$ cat src/hw/rtl/srpg_pkg.sv
`timescale 1ns / 1ps
// ----------------------------------------------------------------------------
// srpg_pkg
// Shared types and constants for the stepper ramp pulse generator.
// ----------------------------------------------------------------------------
package srpg_pkg;

  // Configuration register indexes
  localparam logic [2:0] CfgPeriodFloor   = 3'd0;
  localparam logic [2:0] CfgPeriodCeiling = 3'd1;
  localparam logic [2:0] CfgRampSlope     = 3'd2;
  localparam logic [2:0] CfgRampOffset    = 3'd3;
  localparam logic [2:0] CfgTicksPerMs    = 3'd4;

  localparam int CfgIndexBits = 3;
  localparam int CfgDataBits  = 22;
  localparam int PeriodBits   = 11;

  // Register values after reset
  localparam logic [10:0] RstPeriodFloor   = 11'd600;
  localparam logic [10:0] RstPeriodCeiling = 11'd1600;
  localparam logic [10:0] RstRampSlope     = 11'h670;  // -400
  localparam logic [21:0] RstRampOffset    = 22'd1400000;
  localparam logic [15:0] RstTicksPerMs    = 16'd1000;

  // Period quantizer: trunc(num / 50000) * 50, only below QuotThresh.
  // From QuotThresh up the quantized period exceeds any 11-bit ceiling.
  localparam int QuotThresh = 2050000;
  localparam int NumLoBits  = 21;
  localparam int RecipShift = 40;
  localparam logic [24:0] RecipMult = 25'd21990233;  // ceil(2^40 / 50000)
  localparam int QuotBits   = 6;

  typedef struct packed {
    logic [10:0] period_floor;
    logic [10:0] period_ceiling;
    logic [10:0] ramp_slope;
    logic [21:0] ramp_offset;
    logic [15:0] ticks_per_ms;
  } cfg_t;

  typedef struct packed {
    logic step_level;
    logic direction_cw;
    logic busy_res;
    logic move_done;
    logic move_timed_out;
  } result_t;

endpackage

$ cat src/hw/rtl/srpg_period.sv
`timescale 1ns / 1ps
// ----------------------------------------------------------------------------
// srpg_period
// Turns the registered ramp numerator into the next step period:
// quantize to 50 ticks, then clamp to floor, ceiling and one tick.
// ----------------------------------------------------------------------------
module srpg_period
  import srpg_pkg::*;
#(
  parameter int PROD_BITS = 35
) (
  input  logic signed [PROD_BITS-1:0] ramp_num,
  input  logic [10:0]                 period_floor,
  input  logic [10:0]                 period_ceiling,
  output logic [PeriodBits-1:0]       period
);

  localparam logic signed [PROD_BITS-1:0] BigNum = PROD_BITS'(QuotThresh);

  logic                          is_pos;
  logic                          is_big;
  logic [NumLoBits-1:0]          num_lo;
  logic [NumLoBits+24:0]         recip_prod;
  logic [QuotBits-1:0]           quot;
  logic [11:0]                   quant;
  logic [11:0]                   base;
  logic [11:0]                   floored;
  logic [11:0]                   capped;

  // Divide by 50000 through a reciprocal multiply
  assign is_pos     = ramp_num > 0;
  assign is_big     = ramp_num >= BigNum;
  assign num_lo     = ramp_num[NumLoBits-1:0];
  assign recip_prod = (NumLoBits+25)'(num_lo) * (NumLoBits+25)'(RecipMult);
  assign quot       = recip_prod[RecipShift +: QuotBits];

  // quot * 50 = quot * (32 + 16 + 2)
  assign quant = (12'(quot) << 5) + (12'(quot) << 4) + (12'(quot) << 1);

  // Non-positive numerators quantize to zero; huge ones land above any ceiling
  always_comb begin
    if (!is_pos) begin
      base = 12'd0;
    end else if (is_big) begin
      base = 12'hFFF;
    end else begin
      base = quant;
    end
  end

  // Floor first, then ceiling, then at least one tick
  assign floored = (base < {1'b0, period_floor}) ? {1'b0, period_floor} : base;
  assign capped  = (floored > {1'b0, period_ceiling}) ? {1'b0, period_ceiling} : floored;
  assign period  = (capped == 12'd0) ? PeriodBits'(1) : capped[PeriodBits-1:0];

endmodule

$ cat src/hw/rtl/srpg_seq.sv
`timescale 1ns / 1ps
// ----------------------------------------------------------------------------
// srpg_seq
// Move state per tick: step/period counters, pulse counter, timeout
// prescaler, and the registered ramp numerator for the next expiry.
// ----------------------------------------------------------------------------
module srpg_seq
  import srpg_pkg::*;
#(
  parameter int STEP_COUNT_BITS = 23,
  parameter int PULSE_TICKS     = 4
) (
  input  logic        clk,
  input  logic        rst,
  input  logic        tick,        // input word accepted this cycle
  input  logic        mode,
  input  logic [22:0] move_ticks,
  input  logic [15:0] budget_ms,
  input  cfg_t        cfg,
  input  cfg_t        cfg_next,
  output result_t     res
);

  localparam int N  = STEP_COUNT_BITS;
  localparam int PW = (N + 12 > 24) ? N + 12 : 24;
  localparam logic [23:0] CountMax = 24'((64'd1 << N) - 64'd1);

  logic [N-1:0]            steps_issued, steps_issued_next;
  logic [N-1:0]            steps_target, steps_target_next;
  logic                    dir_is_cw, dir_is_cw_next;
  logic                    moving, moving_next;
  logic [PeriodBits-1:0]   period_left, period_left_next;
  logic [2:0]              pulse_left, pulse_left_next;
  logic [15:0]             ms_prescale, ms_prescale_next;
  logic [15:0]             ms_remaining, ms_remaining_next;
  logic signed [PW-1:0]    ramp_num, ramp_num_next;
  logic                    done_flag, timeout_flag;

  logic                    neg;
  logic [22:0]             mag;
  logic [N-1:0]            mag_sat;
  logic [PeriodBits-1:0]   period_dec;
  logic [PeriodBits-1:0]   new_period;
  logic [16:0]             prescale_inc;
  logic [N-1:0]            rem_next;
  logic [N-1:0]            near_next;
  logic signed [PW-1:0]    slope_ext, near_ext, offset_ext;

  srpg_period #(
    .PROD_BITS(PW)
  ) u_period (
    .ramp_num      (ramp_num),
    .period_floor  (cfg.period_floor),
    .period_ceiling(cfg.period_ceiling),
    .period        (new_period)
  );

  // Step count magnitude, saturated to the counter width
  assign neg     = move_ticks[22];
  assign mag     = neg ? 23'(~move_ticks + 23'd1) : move_ticks;
  assign mag_sat = ({1'b0, mag} > CountMax) ? '1 : mag[N-1:0];

  assign period_dec   = (period_left != '0) ? period_left - PeriodBits'(1) : period_left;
  assign prescale_inc = {1'b0, ms_prescale} + 17'd1;

  // Per-tick update
  always_comb begin
    steps_issued_next = steps_issued;
    steps_target_next = steps_target;
    dir_is_cw_next    = dir_is_cw;
    moving_next       = moving;
    period_left_next  = period_left;
    pulse_left_next   = pulse_left;
    ms_prescale_next  = ms_prescale;
    ms_remaining_next = ms_remaining;
    done_flag         = 1'b0;
    timeout_flag      = 1'b0;
    if (tick) begin
      if (pulse_left != 3'd0) begin
        pulse_left_next = pulse_left - 3'd1;
      end
      if (mode) begin
        steps_issued_next = '0;
        steps_target_next = mag_sat;
        dir_is_cw_next    = neg || (move_ticks == 23'd0);
        moving_next       = 1'b1;
        period_left_next  = PeriodBits'(1);
        ms_prescale_next  = 16'd0;
        ms_remaining_next = budget_ms;
      end else if (moving) begin
        if (ms_remaining == 16'd0) begin
          moving_next  = 1'b0;
          timeout_flag = 1'b1;
        end else begin
          period_left_next = period_dec;
          if (period_dec == '0) begin
            if (steps_issued == steps_target) begin
              moving_next = 1'b0;
              done_flag   = 1'b1;
            end else begin
              period_left_next  = new_period;
              pulse_left_next   = 3'(PULSE_TICKS);
              steps_issued_next = steps_issued + N'(1);
            end
          end
          // millisecond prescaler
          if (prescale_inc >= {1'b0, cfg.ticks_per_ms}) begin
            ms_prescale_next  = 16'd0;
            ms_remaining_next = ms_remaining - 16'd1;
          end else begin
            ms_prescale_next = prescale_inc[15:0];
          end
        end
      end
    end
  end

  // Ramp numerator for the state after this tick: slope * near + offset
  assign rem_next   = steps_target_next - steps_issued_next;
  assign near_next  = (steps_issued_next < rem_next) ? steps_issued_next : rem_next;
  assign slope_ext  = PW'($signed(cfg_next.ramp_slope));
  assign near_ext   = PW'(near_next);
  assign offset_ext = PW'(cfg_next.ramp_offset);
  assign ramp_num_next = slope_ext * near_ext + offset_ext;

  always_ff @(posedge clk) begin
    if (rst) begin
      steps_issued <= '0;
      steps_target <= '0;
      dir_is_cw    <= 1'b0;
      moving       <= 1'b0;
      period_left  <= '0;
      pulse_left   <= 3'd0;
      ms_prescale  <= 16'd0;
      ms_remaining <= 16'd0;
      ramp_num     <= PW'(RstRampOffset);
    end else begin
      steps_issued <= steps_issued_next;
      steps_target <= steps_target_next;
      dir_is_cw    <= dir_is_cw_next;
      moving       <= moving_next;
      period_left  <= period_left_next;
      pulse_left   <= pulse_left_next;
      ms_prescale  <= ms_prescale_next;
      ms_remaining <= ms_remaining_next;
      ramp_num     <= ramp_num_next;
    end
  end

  // Result word for this tick
  assign res.step_level     = (pulse_left_next != 3'd0);
  assign res.direction_cw   = dir_is_cw_next;
  assign res.busy_res       = moving_next;
  assign res.move_done      = done_flag;
  assign res.move_timed_out = timeout_flag;

endmodule

$ cat src/hw/rtl/srpg_skid.sv
`timescale 1ns / 1ps
// ----------------------------------------------------------------------------
// srpg_skid
// Output register with one skid entry, so a tick can be taken while the
// previous result word waits on a stalled receiver.
// ----------------------------------------------------------------------------
module srpg_skid
  import srpg_pkg::*;
(
  input  logic    clk,
  input  logic    rst,
  input  logic    push,
  input  result_t push_res,
  input  logic    out_stall,
  output logic    out_valid,
  output result_t out_res,
  output logic    full
);

  result_t skid_res;
  logic    skid_valid;

  always_ff @(posedge clk) begin
    if (rst) begin
      out_valid  <= 1'b0;
      skid_valid <= 1'b0;
    end else if (!out_valid || !out_stall) begin
      // output slot free or drained this cycle
      if (skid_valid) begin
        out_valid  <= 1'b1;
        skid_valid <= 1'b0;
      end else begin
        out_valid <= push;
      end
    end else if (push) begin
      skid_valid <= 1'b1;
    end
  end

  always_ff @(posedge clk) begin
    if (!out_valid || !out_stall) begin
      if (skid_valid) begin
        out_res <= skid_res;
      end else if (push) begin
        out_res <= push_res;
      end
    end else if (push) begin
      skid_res <= push_res;
    end
  end

  assign full = skid_valid;

endmodule

$ cat src/hw/rtl/stepper_ramp_pulse_generator_core.sv
`timescale 1ns / 1ps
// ----------------------------------------------------------------------------
// stepper_ramp_pulse_generator_core
// Trapezoidal-ramp step pulse generator driven by one word per microsecond.
// ----------------------------------------------------------------------------
// Usage:
//   Input channel (in_valid / in_stall): each word is one microsecond tick.
//   mode=1 starts a move with move_ticks steps (sign gives direction) and a
//   timeout of budget_ms milliseconds; mode=0 is a plain tick.
//   Output channel (out_valid / out_stall): exactly one result word per
//   tick with step_level, direction_cw, busy_res and the one-tick
//   move_done / move_timed_out flags.
//   A tick's result word is registered at the output or in the skid entry.
//   One tick is taken every cycle while in_stall is low; the period math
//   runs from a ramp numerator registered one tick ahead, so each path
//   holds a single multiply. When the receiver stalls, one more tick lands
//   in a skid entry and then in_stall rises until the output drains.
//   Config writes (cfg_we, cfg_index, cfg_data) are taken at any edge and
//   are meant for idle periods. Reset clears the move, the pulse and the
//   output channel and loads the default ramp settings.
// ----------------------------------------------------------------------------
module stepper_ramp_pulse_generator_core
  import srpg_pkg::*;
#(
  parameter int STEP_COUNT_BITS = 23,
  parameter int PULSE_TICKS     = 4
) (
  input  logic                    clk,
  input  logic                    rst,
  // configuration
  input  logic                    cfg_we,
  input  logic [CfgIndexBits-1:0] cfg_index,
  input  logic [CfgDataBits-1:0]  cfg_data,
  // tick input
  input  logic                    in_valid,
  output logic                    in_stall,
  input  logic                    mode,
  input  logic signed [22:0]      move_ticks,
  input  logic [15:0]             budget_ms,
  // result output
  output logic                    out_valid,
  input  logic                    out_stall,
  output logic                    step_level,
  output logic                    direction_cw,
  output logic                    busy_res,
  output logic                    move_done,
  output logic                    move_timed_out
);

  cfg_t    cfg, cfg_next;
  result_t tick_res, out_res;
  logic    tick;
  logic    skid_full;

  // Configuration registers
  always_comb begin
    cfg_next = cfg;
    if (cfg_we) begin
      case (cfg_index)
        CfgPeriodFloor:   cfg_next.period_floor   = cfg_data[10:0];
        CfgPeriodCeiling: cfg_next.period_ceiling = cfg_data[10:0];
        CfgRampSlope:     cfg_next.ramp_slope     = cfg_data[10:0];
        CfgRampOffset:    cfg_next.ramp_offset    = cfg_data[21:0];
        CfgTicksPerMs:    cfg_next.ticks_per_ms   = cfg_data[15:0];
        default: ;
      endcase
    end
  end

  always_ff @(posedge clk) begin
    if (rst) begin
      cfg.period_floor   <= RstPeriodFloor;
      cfg.period_ceiling <= RstPeriodCeiling;
      cfg.ramp_slope     <= RstRampSlope;
      cfg.ramp_offset    <= RstRampOffset;
      cfg.ticks_per_ms   <= RstTicksPerMs;
    end else begin
      cfg <= cfg_next;
    end
  end

  assign tick     = in_valid && !in_stall;
  assign in_stall = skid_full;

  srpg_seq #(
    .STEP_COUNT_BITS(STEP_COUNT_BITS),
    .PULSE_TICKS    (PULSE_TICKS)
  ) u_seq (
    .clk       (clk),
    .rst       (rst),
    .tick      (tick),
    .mode      (mode),
    .move_ticks(move_ticks),
    .budget_ms (budget_ms),
    .cfg       (cfg),
    .cfg_next  (cfg_next),
    .res       (tick_res)
  );

  srpg_skid u_skid (
    .clk      (clk),
    .rst      (rst),
    .push     (tick),
    .push_res (tick_res),
    .out_stall(out_stall),
    .out_valid(out_valid),
    .out_res  (out_res),
    .full     (skid_full)
  );

  assign step_level     = out_res.step_level;
  assign direction_cw   = out_res.direction_cw;
  assign busy_res       = out_res.busy_res;
  assign move_done      = out_res.move_done;
  assign move_timed_out = out_res.move_timed_out;

`ifndef NO_ASSERTIONS
  // A held skid word implies a word is waiting at the output
  a_skid_behind_out: assert property (@(posedge clk) disable iff (rst)
    skid_full |-> out_valid)
    else $error("skid entry held with empty output register");

  // A move cannot both complete and time out on one tick
  a_flags_exclusive: assert property (@(posedge clk) disable iff (rst)
    out_valid |-> !(move_done && move_timed_out))
    else $error("done and timeout flags raised together");

  // Both end flags report a stopped move
  a_end_not_busy: assert property (@(posedge clk) disable iff (rst)
    (out_valid && (move_done || move_timed_out)) |-> !busy_res)
    else $error("end flag raised while still busy");

  // A start tick leaves the block busy with no end flag
  a_start_busy: assert property (@(posedge clk) disable iff (rst)
    (tick && mode) |-> (tick_res.busy_res && !tick_res.move_done
                        && !tick_res.move_timed_out))
    else $error("start tick did not begin a move");
`endif

endmodule

$ cat config.mk
export PLATFORM = sky130hd
export DESIGN_NAME = stepper_ramp_pulse_generator_core
export DESIGN_NICKNAME = d
export VERILOG_FILES = /design/src/hw/rtl/srpg_pkg.sv /design/src/hw/rtl/srpg_period.sv /design/src/hw/rtl/srpg_seq.sv /design/src/hw/rtl/srpg_skid.sv /design/src/hw/rtl/stepper_ramp_pulse_generator_core.sv
export SDC_FILE = /design/constraint.sdc
export NUM_CORES = 2
export LEC_CHECK = 0
export ABC_AREA = 0
export BUFFER_PORTS_ARGS = -buffer_cell sky130_fd_sc_hd__buf_2
export CAP_MARGIN = 20
export CORE_ASPECT_RATIO = 0.7
export CORE_MARGIN = 1
export CORE_UTILIZATION = 25
export CTS_CLUSTER_DIAMETER = 200
export CTS_CLUSTER_SIZE = 24
export DETAILED_ROUTE_END_ITERATION = 16
export PLACE_DENSITY_LB_ADDON = 0.25
export SYNTH_ARGS = -nofsm -noshare
export SYNTH_HDL_FRONTEND = slang
export SYNTH_HIERARCHICAL = 1
export SYNTH_SLANG_ARGS = --single-unit
$ cat constraint.sdc
create_clock -name clk -period 23.7 [get_ports clk]
set_clock_uncertainty 0.1 [all_clocks]
set_input_delay 2.37 -clock clk [delete_from_list [all_inputs] [get_ports clk]]
set_output_delay 2.37 -clock clk [all_outputs]
set_load 0.05 [all_outputs]
## Word level (Yosys, flattened, before mapping)

Cells that the tools add are included.

- Latch bits: 0
- Input port bits: 70
- Memories: 0
- Bits in read-only memories: 0
- Bits in writable memories: 0
- Output and inout port bits: 7
- Word-level logic and storage cells: 136
- Bits in registers: 212

- Bitwise gates (word level): 2
- Eq/ne operators: 6
- Reduce and logical (&&, ||, !) cells: 25
- Multiply operators: 2
- Order comparisons: 6
- Shift operators: 0
- Mux-type cells: 59
- Add/sub/neg operators: 10
- Div/mod/pow operators: 0

Operators with widths:

| kind | count |
|---|---|
| two-way mux 23 bit | 10 |
| two-way mux 16 bit | 9 |
| two-way mux 11 bit | 8 |
| two-way mux 49 bit | 1 |
| two-way mux 12 bit | 4 |
| adder 23 x 1 -> 23 bit (second input constant) | 2 |
| multiplier 21 x 25 -> 46 bit (second input constant) | 1 |
| adder 35 x 23 -> 35 bit | 1 |
| >= comparator 35 x 22 -> 1 bit (second input constant) | 1 |
| > comparator 35 x 1 -> 1 bit (second input constant) | 1 |
| multiplier 11 x 24 -> 35 bit | 1 |
| == test 23 bit | 1 |
| logical NOT 23 bit | 1 |
| < comparator 23 bit | 1 |
| inverter 23 bit | 1 |
| subtractor 23 bit | 1 |
| two-way mux 22 bit | 1 |
| two-way mux 3 bit | 7 |
| adder 16 x 1 -> 17 bit (second input constant) | 1 |
| >= comparator 17 x 16 -> 1 bit | 1 |
| two-way mux 1 bit | 17 |
| logical NOT 16 bit | 1 |
| subtractor 16 x 1 -> 16 bit (second input constant) | 1 |
| adder 11 x 10 -> 12 bit | 1 |
| 24 further kinds | 36 |

## Logic depth before layout (Yosys ltp)

- Depth in word-level cells: 16
- Mapped depth: 66
- Gate-level depth less buffers: 60

## Hierarchy

The synthesis kept the hierarchy.

By module, submodules not included:

| module | area each (um^2) | cells an instance | times used | seq. area each (um^2) |
|---|---|---|---|---|
| srpg_seq | 18300.1 | 2309 | 1 | 2582.5 |
| srpg_period | 10032.1 | 1021 | 1 | 0.0 |
| stepper_ramp_pulse_generator_core | 3728.6 | 354 | 1 | 1421.4 |
| srpg_skid | 455.4 | 24 | 1 | 340.3 |

## Worst setup path after synthesis

OpenSTA, ideal clock, no wires.

- Path type: input to register
- Start point: input in_valid
- End point: register u_seq.ramp_num[31]
- Setup time: 0.131 ns
- Path slack: 9.768 ns
- Arrival: 13.701 ns
- Required time: 23.469 ns
- Buffers on the path: 8
- Cell stages on the path: 53
- Cell sequence: nor2b_1 > and2_1 > clkbuf_1 > clkbuf_1 > buf_1 > clkbuf_1 > buf_1 > clkbuf_1 > mux2i_1 > ha_1 > inv_1 > a21oi_1 > o31ai_1 > nand4b_1 > o211ai_1 > a311oi_1 > o22ai_1 > a31oi_1 > (+17 left out) > inv_1 > fa_1 > fa_1 > inv_1 > ha_1 > a21oi_1 > o21ai_0 > a21oi_1 > o21ai_0 > a21oi_1 > o21ai_0 > a21oi_1 > o211ai_1 > a31oi_1 > o21ai_0 > a2111oi_0 > o21ai_0 > nor3b_1

- Cells in the longest elaborated chain, start to end: 7
- Elaborated cells between the ends (all ways): 8
- Classes of those cells: 2 x add/sub; 1 x mul; 1 x order compare; 3 x mux; 1 x reduce/logical

RTL lines:

| element | line | RTL |
|---|---|---|
| start: declaration | stepper_ramp_pulse_generator_core.sv:35 | `input logic in_valid,` |
| logical AND 1 bit (*) | stepper_ramp_pulse_generator_core.sv:82 | `assign tick = in_valid && !in_stall;` |
| two-way mux 23 bit | srpg_seq.sv:78 | `if (tick) begin` |
| subtractor 23 bit | srpg_seq.sv:119 | `assign rem_next = steps_target_next - steps_issued_next;` |
| < comparator 23 bit | srpg_seq.sv:120 | `assign near_next = (steps_issued_next < rem_next) ? steps_issued_next : rem_next;` |
| two-way mux 23 bit (*) | srpg_seq.sv:120 |  |
| multiplier 11 x 24 -> 35 bit (*) | srpg_seq.sv:124 | `assign ramp_num_next = slope_ext * near_ext + offset_ext;` |
| adder 35 x 23 -> 35 bit (*) | srpg_seq.sv:124 |  |
| end signal: assignment | srpg_seq.sv:136 | `ramp_num <= PW'(RstRampOffset);` |
| end signal: assignment | srpg_seq.sv:146 | `ramp_num <= ramp_num_next;` |
| end: declaration | srpg_seq.sv:36 | `logic signed [PW-1:0] ramp_num, ramp_num_next;` |

Every way passes the cells marked *; elsewhere a longest branch is shown, timed or not.
A chain may end at the register's enable or synchronous reset.

## Worst setup path in the final report

- Start point: input in_valid
- End point: register u_seq.ramp_num[34]

- Cells in the longest elaborated chain, start to end: 7
- Elaborated cells between the ends (all ways): 8
- Classes of those cells: 2 x add/sub; 1 x mul; 1 x order compare; 3 x mux; 1 x reduce/logical

RTL lines:

| element | line | RTL |
|---|---|---|
| logical AND 1 bit (*) | stepper_ramp_pulse_generator_core.sv:82 |  |
| named net tick | stepper_ramp_pulse_generator_core.sv:52 | `logic tick;` |
| two-way mux 23 bit (*) | srpg_seq.sv:78 |  |
| named net u_seq.steps_issued_next[16] | srpg_seq.sv:28 | `logic [N-1:0] steps_issued, steps_issued_next;` |
| subtractor 23 bit | srpg_seq.sv:119 |  |
| < comparator 23 bit | srpg_seq.sv:120 |  |
| two-way mux 23 bit (*) | srpg_seq.sv:120 |  |
| multiplier 11 x 24 -> 35 bit (*) | srpg_seq.sv:124 |  |
| adder 35 x 23 -> 35 bit (*) | srpg_seq.sv:124 |  |

The timed path passes the listed nets; every way through them passes the cells marked *.

==> results.py <==
metrics = {
    "run_status": {
        "outcome": "finished clean",
    },
    "setup_path": {
        "worstPathRequired_ns": 24.00,
        "cpMaxStageDelayCell": "nor4_2",
        "crit_path_max_incr_delay_ns": 0.68,
        "crit_buf_inv": 7,
        "worstPathArrival_ns": 15.85,
        "crit_family": "compound AO/OA/AOI/OAI gates",
        "path_class": "input pin to flip-flop",
        "critPathMaxFanout": 13,
        "start_kind": "input pin",
        "crit_path_end_kind": "flip-flop",
    },
    "clock_network": {
        "cts-root-buf": "clkbuf_16",
        "h-tree-depth": 1,
        "numCtsBuffers": 12,
        "cts_buffer_depth": 3,
        "cts-resized-gates": 0,
        "clk_latency_ns": 0.51,
        "clock_sinks": 212,
        "cts_setup_buffers": 0,
        "postCtsHoldBufs": 0,
        "clk_pin_slew_ns": 0.11,
        "cts_tree": "yes",
    },
    "layout": {
        "seq_area_um2": 4340,
        "layout.nets": 4537,
        "drive_gt1_share_pct": 6.85,
        "nFillCells": 13600,
        "multi_input_area_um2": 24700,
        "area_growth_pct": 7.80,
    },
    "placed_design": {
        "hpwl_um": 75000,
        "port_buffers": 76,
        "gp_congestion": 0.880,
    },
    "sta": {
        "setup_tns_ns": 0,
        "period_minus_slack_ns": 15.55,
        "timing.final.crit_share_pct": 65.6,
        "fin_hold_ws_ns": 0.379,
        "finalSetupViolations": 0,
        "rsz0062_at_grt": "no",
        "worst_slew_pin_slew_ns": 1.10,
        "slew_violations": 0,
        "slew_headroom_pct": 26.2,
        "hold_viol_final": 0,
        "clock.fmax_mhz": 64.3,
    },
    "drt": {
        "drcViolationCount": 0,
        "drt_iter0_drc": 1748,
        "num_vias": 24400,
        "final_antenna_net_count": 0,
        "via_per_inst": 4.60,
        "wirelength_um": 90700,
        "wire_per_inst_um": 17.1,
        "firstDrtPassIters": 5,
    },
    "hold_path": {
        "hold_path_class": "flip-flop to flip-flop",
    },
    "job": {
        "maxCapViolations": 0,
    },
    "global_route": {
        "grt_pass1_vias": 24800,
        "grt-ovfl-total": 0,
        "antenna_found_initial": 5,
        "grt_pass1_wl_um": 146000,
        "grt_max_degree": 91,
        "track_usage_pct": 14.2,
    },
    "floorplanning": {
        "dieArea_um2": 130000,
        "core_um2": 127000,
        "die_w_um": 430,
        "io_pins": 77,
        "start_util_pct": 25.3,
        "die_h_um": 302,
        "rows": 109,
    },
    "synthesis": {
        "yosys_warnings": 6,
        "synth_area_um2": 32000,
        "synthCells": 3669,
        "avgSynthCellArea_um2": 8.74,
        "syn_nets": 4555,
    },
}
-- per-stage QoR --
step	instances	worst slack (ns)	instance area, µm²	util, %
finish	5319	8.15	34600	27.3
global route	5317	7.00	34500	27.3
CTS	5317	8.34	34500	27.3
detailed placement	5302	7.86	34200	27.0
global placement	5301	8.25	34200	27.0
floorplan	3669	9.77	32000	-
-- worst min-delay path, stage by stage (launching register included) --
cell and delay [ns]:
dfxtp_1 0.32, nand2b_1 0.06, mux2i_1 0.06
-- layout make-up --
cell class / instances / share of cell area (%)
Sequential cell: 212 / 12.6
Timing Repair Buffer: 117 / 2.07
Tap cell: 1665 / 6.03
Inverter: 632 / 6.87
Clock buffer: 15 / 1.02
Multi-Input combinational cell: 2676 / 71.4
Antenna cell: 2 / 0.0145
-- placed cells by master, fill, tap and decap left out, types with 10 or more instances in the layout --
master / instances
inv_1: 632
ha_1: 415
fa_1: 401
nand2_1: 324
nor2_1: 287
dfxtp_1: 202
a21oi_1: 141
o21ai_0: 110
mux2i_1: 83
and2_1: 83
nand2b_1: 81
buf_2: 75
xor2_1: 75
xnor2_1: 68
nor3_1: 52
nand3_1: 50
mux2_2: 44
buf_4: 40
a21o_1: 36
nor4_1: 32
nand4_1: 29
nor2b_1: 24
o31ai_1: 19
a211oi_1: 19
or3_1: 18
o21a_1: 18
and3_1: 17
o211ai_1: 15
clkbuf_16: 14
or2_2: 12
and4_1: 11
a221oi_1: 10
edfxtp_1: 10
-- flip-flops by register name, indices dropped and copies added (netlist names), 3 cells and up --
| signal | count |
|---|---|
| cfg | 71 |
| u_seq/ramp_num | 35 |
| u_seq/steps_issued | 23 |
| u_seq/steps_target | 23 |
| u_seq/ms_prescale | 16 |
| u_seq/ms_remaining | 16 |
| u_seq/period_left | 11 |
| u_skid/out_res | 5 |
| u_skid/skid_res | 5 |
| u_seq/pulse_left | 3 |
-- layer usage --
layer / track usage (%) / share of wire [%] / vias up
met5: 0 / 0 / -
met4: 1.22 / 0.73 / 0
met3: 1.22 / 4.6 / 33
met2: 20.8 / 41 / 477
met1: 22.9 / 54 / 12000
li1: - / - / 11900
-- path summary, 6_finish.rpt --
| check | from | endpoint | slack, ns | depth (start not counted) |
|---|---|---|---|---|
| worst min register to register | cfg[33]$_SDFF_PP0_ | cfg[33]$_SDFF_PP0_ | 0.38 | 2 |
| worst min-delay path | cfg[33]$_SDFF_PP0_ | cfg[33]$_SDFF_PP0_ | 0.38 | 2 |
| worst max register to register | u_seq/period_left[0]$_SDFFE_PP0P_ | u_seq/ramp_num[34]$_SDFF_PP0_ | 8.21 | 58 |
| worst max-delay path | in_valid | u_seq/ramp_num[34]$_SDFF_PP0_ | 8.15 | 55 |
Power is not shown: default switching activity piles up to over one toggle a cycle in this logic, so the estimate is an artifact.
